==> src/rtl/irpw_pkg.sv <==
package irpw_pkg;

   localparam int FRAME_BITS_DEF  = 8;
   localparam int END_GAP_MIN_DEF = 2800;

   localparam int CFG_NUM    = 8;
   localparam int CFG_W      = 16;
   localparam int CSR_ADDR_W = $clog2(CFG_NUM);
   localparam int TS_W       = 32;
   localparam int DATA_W     = 8;

   localparam int REQ_TDATA_W = 40;
   localparam int RSP_TDATA_W = 16;

   localparam logic [CSR_ADDR_W-1:0] CSR_HEADER_MIN = CSR_ADDR_W'(0);
   localparam logic [CSR_ADDR_W-1:0] CSR_HEADER_MAX = CSR_ADDR_W'(1);
   localparam logic [CSR_ADDR_W-1:0] CSR_SPACE_MIN  = CSR_ADDR_W'(2);
   localparam logic [CSR_ADDR_W-1:0] CSR_SPACE_MAX  = CSR_ADDR_W'(3);
   localparam logic [CSR_ADDR_W-1:0] CSR_ZERO_MIN   = CSR_ADDR_W'(4);
   localparam logic [CSR_ADDR_W-1:0] CSR_ZERO_MAX   = CSR_ADDR_W'(5);
   localparam logic [CSR_ADDR_W-1:0] CSR_ONE_MIN    = CSR_ADDR_W'(6);
   localparam logic [CSR_ADDR_W-1:0] CSR_ONE_MAX    = CSR_ADDR_W'(7);

   localparam logic [CFG_W-1:0] CFG_RESET [CFG_NUM] = '{
      16'd2200, 16'd2600, 16'd400, 16'd900, 16'd400, 16'd900, 16'd900, 16'd1800
   };

   typedef enum logic [3:0] {
      PH_IDLE   = 4'b0001,
      PH_HEADER = 4'b0010,
      PH_SPACE  = 4'b0100,
      PH_BIT    = 4'b1000
   } phase_type;

   typedef enum logic [2:0] {
      CAUSE_NONE        = 3'd0,
      CAUSE_HEADER_MARK = 3'd1,
      CAUSE_HEADER_LEN  = 3'd2,
      CAUSE_SPACE_LEN   = 3'd3,
      CAUSE_END_COUNT   = 3'd4,
      CAUSE_BIT_LEN     = 3'd5,
      CAUSE_TOO_MANY    = 3'd6
   } cause_type;

   typedef struct packed {
      logic [CFG_W-1:0] header_min;
      logic [CFG_W-1:0] header_max;
      logic [CFG_W-1:0] space_min;
      logic [CFG_W-1:0] space_max;
      logic [CFG_W-1:0] zero_min;
      logic [CFG_W-1:0] zero_max;
      logic [CFG_W-1:0] one_min;
      logic [CFG_W-1:0] one_max;
   } window_type;

   typedef struct packed {
      logic            operation;
      logic            level_active;
      logic [TS_W-1:0] timestamp_us;
   } item_type;

   typedef struct packed {
      cause_type         fault_cause;
      logic [DATA_W-1:0] frame_data;
      logic              receive_error;
      logic              frame_ready;
   } result_type;

   function automatic logic in_window(logic [TS_W-1:0] v, logic [CFG_W-1:0] lo,
                                      logic [CFG_W-1:0] hi);
      return (TS_W'(lo) <= v) && (v <= TS_W'(hi));
   endfunction

endpackage

==> src/rtl/irpw_engine.sv <==
module irpw_engine #(
   parameter int FRAME_BITS     = irpw_pkg::FRAME_BITS_DEF,
   parameter int END_GAP_MIN_US = irpw_pkg::END_GAP_MIN_DEF
) (
   input  logic                  clock,
   input  logic                  reset,
   input  logic                  advance,
   input  irpw_pkg::item_type    item,
   input  irpw_pkg::window_type  win,
   output irpw_pkg::result_type  result
);

   localparam int CNT_W = $clog2(FRAME_BITS + 1);

   irpw_pkg::phase_type             phase_ff, phase_in;
   logic [irpw_pkg::TS_W-1:0]       last_ff, last_in;
   logic [CNT_W-1:0]                count_ff, count_in;
   logic [FRAME_BITS-1:0]           store_ff, store_in;
   logic                            complete_ff, complete_in;
   logic                            error_ff, error_in;

   logic [irpw_pkg::TS_W-1:0]       gap;
   logic                            bit_val;
   logic                            take_bit;
   irpw_pkg::cause_type             cause;

   assign gap = item.timestamp_us - last_ff;

   always_comb begin
      phase_in    = phase_ff;
      last_in     = last_ff;
      count_in    = count_ff;
      store_in    = store_ff;
      complete_in = complete_ff;
      error_in    = error_ff;
      cause       = irpw_pkg::CAUSE_NONE;
      take_bit    = 1'b0;
      bit_val     = 1'b0;

      if (item.operation) begin
         complete_in = 1'b0;
         error_in    = 1'b0;
         store_in    = '0;
      end else begin
         last_in = item.timestamp_us;
         if (!complete_ff) begin
            unique case (phase_ff)
               irpw_pkg::PH_IDLE: begin
                  if (item.level_active) begin
                     count_in = '0;
                     phase_in = irpw_pkg::PH_HEADER;
                  end
               end
               irpw_pkg::PH_HEADER: begin
                  if (item.level_active) begin
                     cause = irpw_pkg::CAUSE_HEADER_MARK;
                  end else if (irpw_pkg::in_window(gap, win.header_min, win.header_max)) begin
                     error_in = 1'b0;
                     phase_in = irpw_pkg::PH_SPACE;
                  end else begin
                     cause = irpw_pkg::CAUSE_HEADER_LEN;
                  end
               end
               irpw_pkg::PH_SPACE: begin
                  if (irpw_pkg::in_window(gap, win.space_min, win.space_max)) begin
                     phase_in = irpw_pkg::PH_BIT;
                  end else begin
                     cause = irpw_pkg::CAUSE_SPACE_LEN;
                  end
               end
               irpw_pkg::PH_BIT: begin
                  priority if (irpw_pkg::in_window(gap, win.zero_min, win.zero_max)) begin
                     take_bit = 1'b1;
                  end else if (irpw_pkg::in_window(gap, win.one_min, win.one_max)) begin
                     take_bit = 1'b1;
                     bit_val  = 1'b1;
                  end else if (gap >= irpw_pkg::TS_W'(END_GAP_MIN_US)) begin
                     if (count_ff == CNT_W'(FRAME_BITS)) begin
                        phase_in    = irpw_pkg::PH_IDLE;
                        complete_in = 1'b1;
                     end else begin
                        cause = irpw_pkg::CAUSE_END_COUNT;
                     end
                  end else begin
                     cause = irpw_pkg::CAUSE_BIT_LEN;
                  end
                  if (take_bit) begin
                     if (count_ff == CNT_W'(FRAME_BITS)) begin
                        cause = irpw_pkg::CAUSE_TOO_MANY;
                     end else begin
                        for (int i = 0; i < FRAME_BITS; i++) begin
                           if (count_ff == CNT_W'(FRAME_BITS - 1 - i)) begin
                              store_in[i] = bit_val;
                           end
                        end
                        count_in = count_ff + CNT_W'(1);
                        phase_in = irpw_pkg::PH_SPACE;
                     end
                  end
               end
               default: begin
                  phase_in = irpw_pkg::PH_IDLE;
               end
            endcase
            if (cause != irpw_pkg::CAUSE_NONE) begin
               error_in = 1'b1;
               phase_in = irpw_pkg::PH_IDLE;
            end
         end
      end
   end

   always_ff @(posedge clock) begin
      if (reset) begin
         phase_ff    <= irpw_pkg::PH_IDLE;
         last_ff     <= '0;
         count_ff    <= '0;
         store_ff    <= '0;
         complete_ff <= 1'b0;
         error_ff    <= 1'b0;
      end else if (advance) begin
         phase_ff    <= phase_in;
         last_ff     <= last_in;
         count_ff    <= count_in;
         store_ff    <= store_in;
         complete_ff <= complete_in;
         error_ff    <= error_in;
      end
   end

   generate
      if (FRAME_BITS >= irpw_pkg::DATA_W) begin : g_data_trunc
         assign result.frame_data = store_in[irpw_pkg::DATA_W-1:0];
      end else begin : g_data_ext
         assign result.frame_data = {{(irpw_pkg::DATA_W - FRAME_BITS){1'b0}}, store_in};
      end
   endgenerate

   assign result.frame_ready   = complete_in;
   assign result.receive_error = error_in;
   assign result.fault_cause   = cause;

endmodule

==> src/rtl/ir_pulse_width_frame_decoder.sv <==
// Channel  Direction  Ports          Contents
// req      in         req_tdata      level_active, timestamp_us
//                     req_tuser      operation
// rsp      out        rsp_tdata      frame_ready, receive_error, frame_data, fault_cause
// csr      in         csr_wen/addr   eight 16-bit window registers, write only
//
// One transaction per cycle sustained while rsp_tready stays high; req passes
// the input register, then decode and result register in the same pass.
// Synchronous reset returns the decoder to idle and the windows to defaults.
// A stalled rsp holds its result; req keeps flowing until the input register
// also fills, then req_tready drops.
module ir_pulse_width_frame_decoder #(
   parameter int FRAME_BITS     = irpw_pkg::FRAME_BITS_DEF,
   parameter int END_GAP_MIN_US = irpw_pkg::END_GAP_MIN_DEF
) (
   input  logic                                clock,
   input  logic                                reset,

   input  logic                                req_tvalid,
   output logic                                req_tready,
   // [0] level_active, [32:1] timestamp_us
   input  logic [irpw_pkg::REQ_TDATA_W-1:0]    req_tdata,
   // [0] operation
   input  logic                                req_tuser,

   output logic                                rsp_tvalid,
   input  logic                                rsp_tready,
   // [0] frame_ready, [1] receive_error, [9:2] frame_data, [12:10] fault_cause
   output logic [irpw_pkg::RSP_TDATA_W-1:0]    rsp_tdata,

   input  logic                                csr_wen,
   input  logic [irpw_pkg::CSR_ADDR_W-1:0]     csr_addr,
   input  logic [irpw_pkg::CFG_W-1:0]          csr_wdata
);

   logic [irpw_pkg::CFG_W-1:0] cfg_ff [irpw_pkg::CFG_NUM];
   irpw_pkg::window_type       win;

   logic                       in_valid_ff;
   irpw_pkg::item_type         in_item_ff;
   logic                       advance;

   logic                       out_valid_ff;
   irpw_pkg::result_type       out_ff;
   irpw_pkg::result_type       result;

   always_ff @(posedge clock) begin
      if (reset) begin
         for (int i = 0; i < irpw_pkg::CFG_NUM; i++) begin
            cfg_ff[i] <= irpw_pkg::CFG_RESET[i];
         end
      end else if (csr_wen) begin
         cfg_ff[csr_addr] <= csr_wdata;
      end
   end

   assign win.header_min = cfg_ff[irpw_pkg::CSR_HEADER_MIN];
   assign win.header_max = cfg_ff[irpw_pkg::CSR_HEADER_MAX];
   assign win.space_min  = cfg_ff[irpw_pkg::CSR_SPACE_MIN];
   assign win.space_max  = cfg_ff[irpw_pkg::CSR_SPACE_MAX];
   assign win.zero_min   = cfg_ff[irpw_pkg::CSR_ZERO_MIN];
   assign win.zero_max   = cfg_ff[irpw_pkg::CSR_ZERO_MAX];
   assign win.one_min    = cfg_ff[irpw_pkg::CSR_ONE_MIN];
   assign win.one_max    = cfg_ff[irpw_pkg::CSR_ONE_MAX];

   assign advance    = in_valid_ff && (!out_valid_ff || rsp_tready);
   assign req_tready = !in_valid_ff || advance;

   always_ff @(posedge clock) begin
      if (reset) begin
         in_valid_ff <= 1'b0;
      end else if (req_tready) begin
         in_valid_ff <= req_tvalid;
      end
   end

   always_ff @(posedge clock) begin
      if (req_tvalid && req_tready) begin
         in_item_ff.operation    <= req_tuser;
         in_item_ff.level_active <= req_tdata[0];
         in_item_ff.timestamp_us <= req_tdata[irpw_pkg::TS_W:1];
      end
   end

   irpw_engine #(
      .FRAME_BITS     (FRAME_BITS),
      .END_GAP_MIN_US (END_GAP_MIN_US)
   ) u_engine (
      .clock   (clock),
      .reset   (reset),
      .advance (advance),
      .item    (in_item_ff),
      .win     (win),
      .result  (result)
   );

   always_ff @(posedge clock) begin
      if (reset) begin
         out_valid_ff <= 1'b0;
      end else if (advance) begin
         out_valid_ff <= 1'b1;
      end else if (rsp_tready) begin
         out_valid_ff <= 1'b0;
      end
   end

   always_ff @(posedge clock) begin
      if (advance) begin
         out_ff <= result;
      end
   end

   assign rsp_tvalid = out_valid_ff;
   assign rsp_tdata  = irpw_pkg::RSP_TDATA_W'(out_ff);

endmodule
==> config.mk <==
export PLATFORM = sky130hd
export DESIGN_NAME = ir_pulse_width_frame_decoder
export DESIGN_NICKNAME = d
export VERILOG_FILES = /design/src/rtl/irpw_pkg.sv /design/src/rtl/irpw_engine.sv /design/src/rtl/ir_pulse_width_frame_decoder.sv
export SDC_FILE = /design/constraint.sdc
export NUM_CORES = 1
export LEC_CHECK = 0
export ABC_AREA = 1
export BUFFER_PORTS_ARGS = -buffer_cell sky130_fd_sc_hd__buf_2
export CAP_MARGIN = 30
export CELL_PAD_IN_SITES_DETAIL_PLACEMENT = 0
export CELL_PAD_IN_SITES_GLOBAL_PLACEMENT = 1
export CORE_ASPECT_RATIO = 0.75
export CORE_MARGIN = 4
export CORE_UTILIZATION = 50
export DETAILED_ROUTE_END_ITERATION = 6
export PLACE_DENSITY_LB_ADDON = 0.1
export SYNTH_ARGS = -nofsm -noshare
export SYNTH_HDL_FRONTEND = slang
export SYNTH_SLANG_ARGS = --single-unit
export TNS_END_PERCENT = 5
==> constraint.sdc <==
create_clock -name clock -period 8.1 [get_ports clock]
set_input_delay 0 -clock clock [delete_from_list [all_inputs] [get_ports clock]]
set_output_delay 0 -clock clock [all_outputs]
set_load 0.01 [all_outputs]
==> key figures <==
Run status
  • Outcome: finished, final reports clean

Clocking
  • CTS buffer count: 25
  • Insertion delay to the later sink of the worst-skew pair: about 0.54 ns
  • TritonCTS Sinks: ~230
  • CTS root buf: clkbuf_16
  • Setup Buffers After CTS: 0
  • Longest Clk Path Bufs: 3
  • CTS clk-pin slew, worst paths: 0.06 ns
  • TritonCTS clock tree: built
  • H-tree levels: 1

Layout
  • Synth-to-layout area growth: 15.0%
  • Nets@finish: 2159
  • Fill cell count: 2617
  • Util after Layout: 0.587
  • Antenna diodes: 0
  • Layout cells sized above 1: 0.0752

Critical path
  • CP arrival: ~5.2 ns
  • Max incr delay on CP: around 0.44 ns
  • Crit-path slowest cell: fa_1
  • Worst r2r src: in_item_ff[0]$_DFFE_PP_
  • Crit-path cells: inv_1 > ha_1 > fa_1 > inv_1 > nand2_1 > a21oi_1 > nand2_1 > nand3_2 > xnor2_1 > inv_1 > ha_1 > nand4_1 > nor2_1 > nand4_1 > or2_2 > nand2_1 > nand3_4 > nand3_1 > nand2_1 > nand2_2 > nand3_1 > nand2_1 > nand2_1
  • Critical path required time: 8.38 ns
  • Crit Path Max Fanout: 10
  • Crit start category: flip-flop
  • Critical path class: flip-flop to flip-flop
  • Endpoint class of the critical path: flip-flop
  • Setup crit start: in_item_ff[0]$_DFFE_PP_
  • Reg2Reg Depth: 23
  • Most frequent cell on the critical path: nand2_1

Logic synthesis
  • Post-synth cell types: 40
  • Top FF cell, synth: edfxtp_1
  • Synth Area per Inst: 8.02 um2
  • Most common cell in the synthesized netlist: nand2_1
  • Warnings from Yosys: 0
  • Synth Cell Area: approximately 14000 um2
  • Top post-synthesis cells by count: 386 x nand2_1, 343 x inv_1, 236 x nor2_1
  • FF+latch count, synth: about 230
  • Area contributors post-synth: edfxtp_1 37%, ha_1 13%, nand2_1 10%, inv_1 8.9%, dfxtp_1 7.2%
  • Sequential area share after synthesis: 0.438
  • Cells after synthesis: approximately 1800
  • Number of synthesized flops with an enable pin: 175
  • Async set-reset flop share out of synthesis: 0
  • Share of the synthesized area in the top cell type: 0.365
  • Area leader, netlist: edfxtp_1

Die
  • Site row count: 53
  • Initial Util: 0.511
  • Core ar.: about 28000 um2
  • Die H: 155 um
  • I/O Pins: a little over 80
  • Full die area: between 30000 and 40000 um2
  • Die width: 204 um

Global routing
  • First-pass GRT wire length: between 60000 and 70000 um
  • Initial antenna violation count: 0
  • Grt total ovfl: 0
  • Maximum number of pins on one net before global-route repair: 60
  • GRT Resource Usage Total: 0.243
  • Number of global-route vias before repair: roughly 11000

STA
  • RSZ-0062 raised after global routing: no
  • Fmax: 203 MHz
  • Fin crit share: 0.608
  • Max-Slew Margin vs Limit: 0.429
  • Slew Limit Fails: 0
  • Clk_skew: roughly 0.012 ns
  • Worst slew pin tran: 0.854 ns
  • Clock period minus worst slack: 4.92 ns
  • Final Worst Setup Slack: 3.18 ns
  • Setup violations, final: 0
  • Setup TNS: 0 ns
  • Final hold vios: 0
  • Fin Hold WS: around 0.042 ns

Placed design
  • Gpl congestion: 0.905
  • Port bufs: slightly above 70
  • Worst slack at placement: between 3 and 4 ns
  • DP HPWL: 29100 um

Flow run
  • # Max-Cap Violations: 0

Pwr
  • Leakage: roughly 8 nW
  • Clock Power Share: 0.326
  • Flop pwr share: 0.412
  • Power Internal: roughly 2.2 mW
  • Switching Fraction: 0.325
  • Worst IR drop on VDD: 0.000130 V
  • Net Sw Power: 1.06 mW
  • Comb power frac: 0.263
  • PD cells: a little under 200 nW/um2

Routing
  • WL met2: 14700 um
  • Drt pass-1 iters: 5
  • DR WL met3: around 2900 um
  • DR WL/cell: 16.5 um
  • Avg Vias per Cell: 5.14
  • Top Metal Used: met4
  • Routed Antenna Nets: 0
  • M1 wire length: about 20000 um
  • Drt initial violations: 950
  • Final wirelength: just under 40000 um
  • Via Count: 12038
  • DRC viols: 0

Hold path
  • Min-delay worst type: input port to flip-flop
  • Hold_sp: csr_wen
  • Hold path depth: 4
==> final cells by class <==
cell class | instances | area (um2) | area share
Clock buffer | 36 | 687 | 0.0415
Sequential cell | 227 | 6300 | 0.381
Clock inverter | 9 | 57.6 | 0.00348
Timing Repair Buffer | 141 | 1030 | 0.0625
Multi-Input combinational cell | 1196 | 6690 | 0.404
Tap cell | 385 | 482 | 0.0291
Inverter | 347 | 1300 | 0.0787
==> cells in the final DEF, fill, tap and decap left out, types with 2 or more instances in the layout <==
cell type      count
inv_2              2
nand4_1           32
inv_6              4
clkinv_2           3
nor2_1           236
dfxtp_1           52
ha_1             155
clkbuf_1           9
nand3_4            2
nand3b_1           6
o211ai_1           8
xnor2_1            5
a21oi_1          127
xor2_1             9
clkbuf_16         25
clkinv_1           4
nor4_1             2
nand2_1          386
o21ai_0           80
nand2_4            2
nand3_2            4
nor3_1             8
clkbuf_8           2
nand3_1           82
nand2_2            6
a21o_1             4
or2_2              5
edfxtp_1         175
conb_1             3
dlygate4sd3_1     62
buf_2             72
nor2_2             7
inv_1            343
buf_4              7
o21bai_1          16
nor3_2             2
==> timing repair <==
action | in CTS | in global routing
hold endpoints to repair | 163 | 0
gates resized for setup | 0 | 0
endpoints found under the setup margin | 0 | 0
hold buffers | 62 | 0
==> state kept, by name, summed over array words and instances, names as in the netlist <==
register              cells
rsp_tdata                13
u_engine.complete_ff      1
cfg_ff                  128
u_engine.error_ff         1
u_engine.store_ff         8
in_valid_ff               1
u_engine.last_ff         32
u_engine.phase_ff         4
u_engine.count_ff         4
in_item_ff               34
rsp_tvalid                1
==> final timing paths <==
| path | to | slack, ns |
|---|---|---|
| setup reg to reg | rsp_tdata[1]$_DFFE_PP_ | 3.18 |
| hold / removal | cfg_ff[5][8]$_SDFFCE_PN1P_ | 0.04 |
| setup / recovery | rsp_tdata[1]$_DFFE_PP_ | 3.18 |
| hold reg to reg | u_engine.last_ff[14]$_SDFFE_PP0P_ | 0.46 |
==> per-stage QoR <==
stage | instances | power (mW) | instance area, um2
global route | 2341 | 3.47 | 16500
finish | 2341 | 3.27 | 16500
global placement | 2234 | 2.17 | 15200
CTS | 2341 | 3.29 | 16500
floorplan | 1795 | 1.94 | 14400
detailed placement | 2234 | 2.20 | 15200
==> logic make-up (layout without fill, tap and decap cells) <==
group,Yosys count,after routing,synth area share
AO/OA/AOI/OAI,238,238,0.0882
AND/OR/NAND/NOR,785,785,0.231
other,1,3,0.000261
flip-flops,227,227,0.438
buffers and inverters,372,533,0.0983
XOR/XNOR,14,14,0.00852
adder cells (fa/ha/maj),156,156,0.136
==> worst max-delay path: cells and delay by family, from the launching register on <==
kind,cells,cell delay (ns)
compound gates,1,0.30
xor+xnor,1,0.39
buf+inv,3,0.48
simple gates,15,2.13
flops,1,0.32
fa+ha+maj,3,1.04
==> per-layer routing <==
metal | up-vias | track usage
li1 | 6106 | -
met1 | 5535 | 0.405
met2 | 355 | 0.332
met3 | 42 | 0.0394
met4 | 0 | 0.0401
met5 | - | 0
==> power by group through the flow <==
stage / combinational, mW / clock (mW) / sequential [mW]
final: 0.861 / 1.07 / 1.35
after global routing: 0.984 / 1.13 / 1.35
after CTS: 0.854 / 1.09 / 1.35
after detailed placement: 0.825 / 0 / 1.37
after global placement: 0.800 / 0 / 1.37
after floorplan: 0.572 / 0 / 1.37
Power figures use the tool's default switching activity.
